<file path="src/rtl/pmct_pkg.sv">
// Shared types, constants and register indexes for the mouse packet cursor tracker.
package pmct_pkg;

  localparam int SCREEN_LIMIT_DEF = 4096;
  localparam int RESET_WIDTH      = 640;
  localparam int RESET_HEIGHT     = 480;
  localparam int FIFO_DEPTH       = 2;

  localparam int CFG_DATA_W = 13;
  localparam int CFG_IDX_W  = 1;
  localparam int POS_W      = 12;
  localparam int BTN_W      = 3;
  localparam int CNT_W      = 32;

  localparam logic [7:0]       START_MARK  = 8'h08;
  localparam logic [BTN_W-1:0] BUTTON_MASK = 3'd7;

  // Configuration register indexes.
  localparam logic [CFG_IDX_W-1:0] REG_SCREEN_WIDTH  = 1'd0;
  localparam logic [CFG_IDX_W-1:0] REG_SCREEN_HEIGHT = 1'd1;

  // Position of the next mouse byte within a packet.
  typedef enum logic [1:0] {
    BP_START,
    BP_DX,
    BP_DY
  } byte_pos_t;

  // A complete packet handed from the front end to the cursor unit.
  typedef struct packed {
    logic [BTN_W-1:0] buttons;
    logic [7:0]       dx;
    logic [7:0]       dy;
    logic [CNT_W-1:0] bytes_seen;
  } pkt_t;

  // One finished result word.
  typedef struct packed {
    logic [POS_W-1:0] pos_x;
    logic [POS_W-1:0] pos_y;
    logic [BTN_W-1:0] button_bits;
    logic [CNT_W-1:0] packets_seen;
    logic [CNT_W-1:0] bytes_seen;
  } res_t;

endpackage

</file>
<file path="src/rtl/pmct_fifo.sv">
// Small synchronous queue with full and empty flags.
module pmct_fifo #(
  parameter int WIDTH = 8,
  parameter int DEPTH = 2
) (
  input  logic             clk,
  input  logic             rst_n,
  input  logic             push,
  input  logic [WIDTH-1:0] wdata,
  output logic             full,
  input  logic             pop,
  output logic [WIDTH-1:0] rdata,
  output logic             empty
);
  // DEPTH must be a power of two, two or more, so the pointers wrap by themselves.
  localparam int AW  = $clog2(DEPTH);
  localparam int CW  = $clog2(DEPTH + 1);

  logic [WIDTH-1:0] mem_r [DEPTH];
  logic [AW-1:0]    wr_ptr_r;
  logic [AW-1:0]    rd_ptr_r;
  logic [CW-1:0]    count_r;
  logic [CW-1:0]    count_nxt;
  logic             do_push;
  logic             do_pop;

  assign full    = (count_r == CW'(DEPTH));
  assign empty   = (count_r == '0);
  assign do_push = push && !full;
  assign do_pop  = pop && !empty;
  assign rdata   = mem_r[rd_ptr_r];

  always_comb begin
    count_nxt = count_r;
    if (do_push && !do_pop) begin
      count_nxt = count_r + CW'(1);
    end else if (do_pop && !do_push) begin
      count_nxt = count_r - CW'(1);
    end
  end

  always_ff @(posedge clk) begin
    if (!rst_n) begin
      wr_ptr_r <= '0;
      rd_ptr_r <= '0;
      count_r  <= '0;
    end else begin
      if (do_push) begin
        wr_ptr_r <= wr_ptr_r + AW'(1);
      end
      if (do_pop) begin
        rd_ptr_r <= rd_ptr_r + AW'(1);
      end
      count_r <= count_nxt;
    end
  end

  always_ff @(posedge clk) begin
    if (do_push) begin
      mem_r[wr_ptr_r] <= wdata;
    end
  end

endmodule

</file>
<file path="src/rtl/pmct_front.sv">
// Front end: filters mouse bytes, counts them and assembles three-byte packets.
module pmct_front (
  input  logic              clk,
  input  logic              rst_n,
  input  logic              accept,
  input  logic [7:0]        data_byte,
  input  logic              from_aux,
  output logic              pkt_push,
  output pmct_pkg::pkt_t    pkt
);
  import pmct_pkg::*;

  byte_pos_t        pos_r;
  byte_pos_t        pos_nxt;
  logic [7:0]       held0_r;
  logic [7:0]       held1_r;
  logic [CNT_W-1:0] byte_total_r;
  logic [CNT_W-1:0] byte_total_inc;
  logic             mouse_byte;

  assign mouse_byte     = accept && from_aux;
  assign byte_total_inc = byte_total_r + CNT_W'(1);

  always_comb begin
    pos_nxt  = pos_r;
    pkt_push = 1'b0;
    pkt      = '{buttons: held0_r[BTN_W-1:0] & BUTTON_MASK, dx: held1_r, dy: data_byte,
                 bytes_seen: byte_total_inc};
    if (mouse_byte) begin
      case (pos_r)
        BP_START: begin
          if ((data_byte & START_MARK) != 8'h00) begin
            pos_nxt = BP_DX;
          end
        end
        BP_DX: begin
          pos_nxt = BP_DY;
        end
        BP_DY: begin
          pos_nxt  = BP_START;
          pkt_push = 1'b1;
        end
        default: begin
          pos_nxt = BP_START;
        end
      endcase
    end
  end

  always_ff @(posedge clk) begin
    if (!rst_n) begin
      pos_r        <= BP_START;
      byte_total_r <= '0;
    end else begin
      pos_r <= pos_nxt;
      if (mouse_byte) begin
        byte_total_r <= byte_total_inc;
      end
    end
  end

  always_ff @(posedge clk) begin
    if (mouse_byte && pos_r == BP_START) begin
      held0_r <= data_byte;
    end
    if (mouse_byte && pos_r == BP_DX) begin
      held1_r <= data_byte;
    end
  end

endmodule

</file>
<file path="src/rtl/pmct_back.sv">
// Back end: moves and clamps the cursor for each packet and forms the result word.
module pmct_back #(
  parameter int SCREEN_LIMIT = pmct_pkg::SCREEN_LIMIT_DEF
) (
  input  logic                clk,
  input  logic                rst_n,
  input  logic                pkt_valid,
  input  pmct_pkg::pkt_t      pkt,
  output logic                pkt_pop,
  input  logic [$clog2(((SCREEN_LIMIT > pmct_pkg::RESET_WIDTH) ? SCREEN_LIMIT
                        : pmct_pkg::RESET_WIDTH) + 1)-1:0] screen_width,
  input  logic [$clog2(((SCREEN_LIMIT > pmct_pkg::RESET_WIDTH) ? SCREEN_LIMIT
                        : pmct_pkg::RESET_WIDTH) + 1)-1:0] screen_height,
  input  logic                res_full,
  output logic                res_push,
  output pmct_pkg::res_t      res
);
  import pmct_pkg::*;

  localparam int SIZE_MAX = (SCREEN_LIMIT > RESET_WIDTH) ? SCREEN_LIMIT : RESET_WIDTH;
  localparam int SW       = $clog2(SIZE_MAX + 1);
  localparam int CW       = $clog2(SIZE_MAX);
  localparam int EW       = CW + 2;

  logic [CW-1:0]    col_r;
  logic [CW-1:0]    row_r;
  logic [CW-1:0]    col_nxt;
  logic [CW-1:0]    row_nxt;
  logic [CNT_W-1:0] packet_total_r;
  logic [CNT_W-1:0] packet_total_inc;
  logic [CW-1:0]    col_hi;
  logic [CW-1:0]    row_hi;
  logic signed [EW-1:0] col_sum;
  logic signed [EW-1:0] row_sum;

  assign pkt_pop  = pkt_valid && !res_full;
  assign res_push = pkt_pop;

  // Sizes are at least one, so size minus one fits the cursor width.
  assign col_hi = CW'(screen_width - SW'(1));
  assign row_hi = CW'(screen_height - SW'(1));

  assign col_sum = $signed({2'b00, col_r}) + EW'($signed(pkt.dx));
  assign row_sum = $signed({2'b00, row_r}) - EW'($signed(pkt.dy));

  always_comb begin
    if (col_sum < 0) begin
      col_nxt = '0;
    end else if (col_sum > $signed({2'b00, col_hi})) begin
      col_nxt = col_hi;
    end else begin
      col_nxt = col_sum[CW-1:0];
    end
    if (row_sum < 0) begin
      row_nxt = '0;
    end else if (row_sum > $signed({2'b00, row_hi})) begin
      row_nxt = row_hi;
    end else begin
      row_nxt = row_sum[CW-1:0];
    end
  end

  assign packet_total_inc = packet_total_r + CNT_W'(1);

  always_comb begin
    res.pos_x        = POS_W'(col_nxt);
    res.pos_y        = POS_W'(row_nxt);
    res.button_bits  = pkt.buttons;
    res.packets_seen = packet_total_inc;
    res.bytes_seen   = pkt.bytes_seen;
  end

  always_ff @(posedge clk) begin
    if (!rst_n) begin
      col_r          <= CW'(RESET_WIDTH / 2);
      row_r          <= CW'(RESET_HEIGHT / 2);
      packet_total_r <= '0;
    end else if (pkt_pop) begin
      col_r          <= col_nxt;
      row_r          <= row_nxt;
      packet_total_r <= packet_total_inc;
    end
  end

endmodule

</file>
<file path="src/rtl/ps2_mouse_packet_cursor_tracker.sv">
// Top level of the PS/2 mouse packet decoder with a clamped cursor.
//
// This block takes one received controller byte per word on its input queue
// port, together with a flag that marks bytes from the mouse port. Other bytes
// are dropped without effect. Every mouse byte is counted. A packet begins
// only on a byte with bit 3 set; its third byte completes it, and then the
// signed X delta is added to the cursor column and the signed Y delta is
// subtracted from the row, both clamped to the configured screen. One result
// word per packet carries the cursor, the three button bits and the running
// packet and byte counts, which wrap at 32 bits. An input word is taken every
// cycle while full is low. The front end classifies a byte in its cycle, a
// finished packet passes through a two-entry queue to the cursor unit, which
// updates the cursor as it pops the packet, and the result waits in a two-entry
// output queue; a result is visible once written through both queues in turn.
// full rises only when the packet queue is full, which needs the output side
// to stall. Screen width and height reset to 640 and 480 with the cursor
// centered; written sizes are saturated to 1..SCREEN_LIMIT. The configuration
// port is always ready and must be written only while the block is idle.
module ps2_mouse_packet_cursor_tracker #(
  parameter int SCREEN_LIMIT = pmct_pkg::SCREEN_LIMIT_DEF
) (
  input  logic                                clk,
  input  logic                                rst_n,
  input  logic                                push,
  output logic                                full,
  input  logic [7:0]                          in_data_byte,
  input  logic                                in_from_aux,
  output logic                                empty,
  input  logic                                pop,
  output logic [pmct_pkg::POS_W-1:0]          out_pos_x,
  output logic [pmct_pkg::POS_W-1:0]          out_pos_y,
  output logic [pmct_pkg::BTN_W-1:0]          out_button_bits,
  output logic [pmct_pkg::CNT_W-1:0]          out_packets_seen,
  output logic [pmct_pkg::CNT_W-1:0]          out_bytes_seen,
  input  logic                                cfg_valid,
  output logic                                cfg_ready,
  input  logic [pmct_pkg::CFG_IDX_W-1:0]      cfg_index,
  input  logic [pmct_pkg::CFG_DATA_W-1:0]     cfg_data
);
  import pmct_pkg::*;

  // The size registers must hold both the reset sizes and the largest written size.
  localparam int SIZE_MAX = (SCREEN_LIMIT > RESET_WIDTH) ? SCREEN_LIMIT : RESET_WIDTH;
  localparam int SW       = $clog2(SIZE_MAX + 1);

  logic [SW-1:0] width_r;
  logic [SW-1:0] height_r;
  logic [SW-1:0] cfg_size;
  logic [31:0]   cfg_wide;

  logic  accept;
  logic  pkt_push;
  pkt_t  pkt_in;
  logic  pkt_full;
  logic  pkt_empty;
  logic  pkt_pop;
  pkt_t  pkt_out;
  logic  res_push;
  res_t  res_in;
  logic  res_full;
  res_t  res_out;

  // Configuration: a write of zero acts as one, and anything above the limit
  // is held at the limit.
  assign cfg_ready = 1'b1;
  assign cfg_wide  = 32'(cfg_data);

  always_comb begin
    if (cfg_wide == 32'd0) begin
      cfg_size = SW'(1);
    end else if (cfg_wide > 32'(SCREEN_LIMIT)) begin
      cfg_size = SW'(SCREEN_LIMIT);
    end else begin
      cfg_size = SW'(cfg_wide);
    end
  end

  always_ff @(posedge clk) begin
    if (!rst_n) begin
      width_r  <= SW'(RESET_WIDTH);
      height_r <= SW'(RESET_HEIGHT);
    end else if (cfg_valid && cfg_ready) begin
      case (cfg_index)
        REG_SCREEN_WIDTH:  width_r  <= cfg_size;
        REG_SCREEN_HEIGHT: height_r <= cfg_size;
        default: ;
      endcase
    end
  end

  // The input side stalls only when the packet queue cannot take another packet.
  assign full   = pkt_full;
  assign accept = push && !full;

  pmct_front u_front (
    .clk       (clk),
    .rst_n     (rst_n),
    .accept    (accept),
    .data_byte (in_data_byte),
    .from_aux  (in_from_aux),
    .pkt_push  (pkt_push),
    .pkt       (pkt_in)
  );

  pmct_fifo #(
    .WIDTH ($bits(pkt_t)),
    .DEPTH (FIFO_DEPTH)
  ) u_pkt_q (
    .clk   (clk),
    .rst_n (rst_n),
    .push  (pkt_push),
    .wdata (pkt_in),
    .full  (pkt_full),
    .pop   (pkt_pop),
    .rdata (pkt_out),
    .empty (pkt_empty)
  );

  pmct_back #(
    .SCREEN_LIMIT (SCREEN_LIMIT)
  ) u_back (
    .clk           (clk),
    .rst_n         (rst_n),
    .pkt_valid     (!pkt_empty),
    .pkt           (pkt_out),
    .pkt_pop       (pkt_pop),
    .screen_width  (width_r),
    .screen_height (height_r),
    .res_full      (res_full),
    .res_push      (res_push),
    .res           (res_in)
  );

  pmct_fifo #(
    .WIDTH ($bits(res_t)),
    .DEPTH (FIFO_DEPTH)
  ) u_res_q (
    .clk   (clk),
    .rst_n (rst_n),
    .push  (res_push),
    .wdata (res_in),
    .full  (res_full),
    .pop   (pop),
    .rdata (res_out),
    .empty (empty)
  );

  assign out_pos_x        = res_out.pos_x;
  assign out_pos_y        = res_out.pos_y;
  assign out_button_bits  = res_out.button_bits;
  assign out_packets_seen = res_out.packets_seen;
  assign out_bytes_seen   = res_out.bytes_seen;

endmodule

</file>
<file path="config.mk">
export PLATFORM = sky130hd
export DESIGN_NAME = ps2_mouse_packet_cursor_tracker
export DESIGN_NICKNAME = d
export VERILOG_FILES = /design/src/rtl/pmct_pkg.sv /design/src/rtl/pmct_fifo.sv /design/src/rtl/pmct_front.sv /design/src/rtl/pmct_back.sv /design/src/rtl/ps2_mouse_packet_cursor_tracker.sv
export SDC_FILE = /design/constraint.sdc
export NUM_CORES = 1
export LEC_CHECK = 0
export BUFFER_PORTS_ARGS = -buffer_cell sky130_fd_sc_hd__buf_2
export CAP_MARGIN = 20
export CORE_MARGIN = 3
export CORE_UTILIZATION = 63
export CTS_BUF_LIST = sky130_fd_sc_hd__clkbuf_4 sky130_fd_sc_hd__clkbuf_8
export CTS_CLUSTER_SIZE = 24
export DETAILED_ROUTE_END_ITERATION = 6
export PLACE_DENSITY = 0.82
export SLEW_MARGIN = 5
export SYNTH_ARGS = -nofsm -noshare
export SYNTH_HDL_FRONTEND = slang
export SYNTH_SLANG_ARGS = --single-unit
</file>
<file path="constraint.sdc">
create_clock -name clk -period 7.7 [get_ports clk]
set_clock_uncertainty 0.15 [all_clocks]
set_input_delay 1.155 -clock clk [delete_from_list [all_inputs] [get_ports clk]]
set_output_delay 1.155 -clock clk [all_outputs]
set_load 0.01 [all_outputs]
</file>
==> results.json <==
{
  "status": "complete, no violations",
  "antenna_found_initial": 1,
  "vias_per_cell": 5.792,
  "swShare": 0.3441,
  "postRouteAntennaNets": 0,
  "hold_viol": 0,
  "fillCellCount": 2016,
  "drt-total-wl_um": 38990,
  "path_max_fanout": 10,
  "setup_violations": 0,
  "power_frac_clock": 0.241,
  "holdCritPathClass": "flop to flop",
  "totalNegativeSetupSlack_ns": 0,
  "clock_sinks": 419,
  "min_period_over_period": 0.7543,
  "yosysWarnings": 0,
  "rows": 63,
  "drv_cap": 0,
  "multiInputGateArea_sq_um": 7681,
  "die_w_um": 181.3,
  "crit_arrival_ns": 5.95,
  "ios": 122,
  "startpoint_type": "flop",
  "netlist_area_sq_um": 19360,
  "required_ns": 7.84,
  "power_frac_seq": 0.387,
  "intPower_mw": 5.345,
  "post_cts_buffers": 0,
  "drv_slew": 0,
  "portBuffers": 120,
  "finalNetCount": 1789,
  "synth_cell_type_count": 67,
  "vias": 12440,
  "drive_above_1_share": 0.2322,
  "start_util": 0.6463,
  "grt_usage": 0.2374,
  "worst_pin_slew_ns": 1.056,
  "cts_buffer_depth": 3,
  "cts_root_buf": "clkbuf_8",
  "synth_cells": 1565,
  "htreeDepth": 3,
  "cts_hold_buffers": 0,
  "core_sq_um": 29950,
  "hold_path_depth": 0,
  "areaGrowthSynthToFinish_pct": 12.43,
  "die-area_sq_um": 32870,
  "die_height_um": 181.3,
  "synthesis.nets": 1651,
  "synth_edf_count": 295,
  "ys_seq_area_frac": 0.5858,
  "rsz0062_at_grt": "false",
  "drc": 0,
  "grt_max_degree": 97,
  "ctsResizeCount": 0,
  "ys.flop_type": "edfxtp_1",
  "min_to": "u_pkt_q.mem_r[1][46]",
  "dp.cells": 2023,
  "async_flop_share": 0,
  "globalplace.congestion": 0.9566,
  "peakVddDrop_mv": 0.3524,
  "first_pass_iters": 5,
  "place_hpwl_um": 25460,
  "drtIter0Drc": 848,
  "p_leak_nw": 8.148,
  "syn_area_per_cell_sq_um": 12.37,
  "min_period_ns": 5.808,
  "seqCellArea_sq_um": 11350,
  "critical_path_class": "flop to flop",
  "relSlewSlack": 0.2924,
  "cts_tree": "yes",
  "final_common_cell": "edfxtp_1",
  "wl_per_cell_um": 18.15,
  "netSwitchingPower_mw": 2.804,
  "cts_buffers": 67,
  "instances_no_fill": 2148,
  "clock.fmax_mhz": 172.2,
  "combPwrFrac": 0.372,
  "overflow": 0,
  "endpoint_kind": "flop",
  "clk_pin_slew_worst_paths_ns": 0.06,
  "mostFrequentLayoutCells": "edfxtp_1, nand2_1, mux2_2",
  "synth_seq_cells": 419,
  "hold_start": "u_front.held1_r[6]",
  "p_per_area_nw_per_um2": 374.4,
  "grt_first_pass_wirelength_um": 63710,
  "rr_endpoint": "u_res_q.mem_r[1][76]",
  "worstSkewPairLatency_ns": 0.58,
  "grt_pass1_vias": 12720,
  "rr_worst_depth": 20,
  "reg2reg_slack_ns": 1.89
}
==> cell usage after synthesis, types with 34 or more instances <==
master / instances / area (sq um)
edfxtp_1: 295 / 8859
nand2_1: 138 / 518.0
mux2_2: 135 / 1520
dfxtp_1: 124 / 2482
xnor2_1: 94 / 823.3
nor2_1: 82 / 307.8
and2_1: 64 / 400.4
clkbuf_1: 59 / 221.5
ha_1: 56 / 700.7
xor2_1: 56 / 490.5
o21ai_0: 49 / 245.2
nand3_1: 47 / 235.2
a21boi_0: 39 / 292.8
inv_1: 34 / 127.6
==> stage by stage <==
| stage | area (sq um) | worst slack (ns) | utilization | power, mW | hold WS, ns |
|---|---|---|---|---|---|
| finish | 21760 | 1.892 | 0.7266 | 8.149 | 0.2906 |
| global route | 21760 | 1.499 | 0.7265 | 8.624 | 0.3044 |
| CTS | 21750 | 1.931 | 0.7261 | 8.185 | 0.2952 |
| detailed placement | 20330 | 1.968 | 0.6786 | 6.195 | 0.2841 |
| global placement | 20330 | 2.163 | 0.6786 | 6.090 | 0.2717 |
| floorplan | 19360 | 2.196 | - | 5.299 | 0.2715 |
==> power groups by stage <==
| stage | clock (mW) | sequential (mW) | combinational (mW) |
|---|---|---|---|
| CTS | 2.01 | 3.15 | 3.02 |
| detailed placement | 0 | 3.20 | 3.00 |
| finish | 1.97 | 3.15 | 3.03 |
| global placement | 0 | 3.17 | 2.92 |
| floorplan | 0 | 3.12 | 2.18 |
| global route | 2.10 | 3.19 | 3.33 |
==> registers in the layout (all words and copies together) (netlist names), 3 cells and up, named ones only <==
signal                 count
u_front.byte_total_r      32
u_res_q.mem_r            182
u_pkt_q.mem_r            102
u_back.row_r              12
u_front.held1_r            8
width_r                   12
u_back.packet_total_r     32
height_r                  12
u_back.col_r              12
u_front.held0_r            3
==> metal layers <==
| metal | vias up | global-route usage | wire length [um] |
|---|---|---|---|
| li1 | 5968 | - | - |
| met1 | 6003 | 0.3132 | 16900 |
| met2 | 378 | 0.3932 | 18760 |
| met3 | 92 | 0.04490 | 2098 |
| met4 | 0 | 0.09141 | 1232 |
| met5 | - | 0 | 0 |
==> layout make-up <==
| type | instances | area share |
|---|---|---|
| flip-flops and latches | 419 | 0.5213 |
| multi-input cells | 1049 | 0.3529 |
| clock buffers | 104 | 0.05801 |
| repair buffers | 132 | 0.03191 |
| well taps | 390 | 0.02242 |
| clock inverters | 19 | 0.007473 |
| inverters | 34 | 0.005864 |
| diodes | 1 | 0.0001150 |
==> worst max path at each step <==
stage | end | slack [ns] | cells after the start | start
floorplan | u_res_q.mem_r[0][67] | 2.20 | 22 | flop
CTS | u_res_q.mem_r[0][76] | 1.93 | 20 | flop
finish | u_res_q.mem_r[1][76] | 1.89 | 20 | flop
detailed placement | u_res_q.mem_r[0][71] | 1.97 | 20 | flop
global placement | u_res_q.mem_r[0][67] | 2.16 | 20 | flop
global route | u_res_q.mem_r[0][70] | 1.50 | 17 | flop
==> cells by family after synthesis <==
group	Yosys count	synth area share
xor+xnor	150	0.06786
simple gates	485	0.1283
other cells	1	0.0001937
mux	165	0.09404
fa+ha+maj	59	0.03878
compound gates	189	0.06554
buf+inv	97	0.01945
flops	419	0.5858
==> worst max-delay path, stage by stage, from the launching register on <==
cell and delay, ns:
dfxtp_2 0.48, mux2_2 0.21, ha_1 0.15, inv_1 0.06
fa_1 0.39, a21o_1 0.22, a211oi_1 0.23, nor2_1 0.09
o41ai_1 0.40, o21ba_2 0.20, xnor2_1 0.11, ha_1 0.20
a21oi_1 0.30, o211ai_1 0.18, o21ai_0 0.25, a21oi_1 0.07
a211oi_1 0.35, nor3_1 0.18, nor3_2 0.89, mux2i_1 0.33
nor2_1 0.10
(Power assumes the default switching activity.)
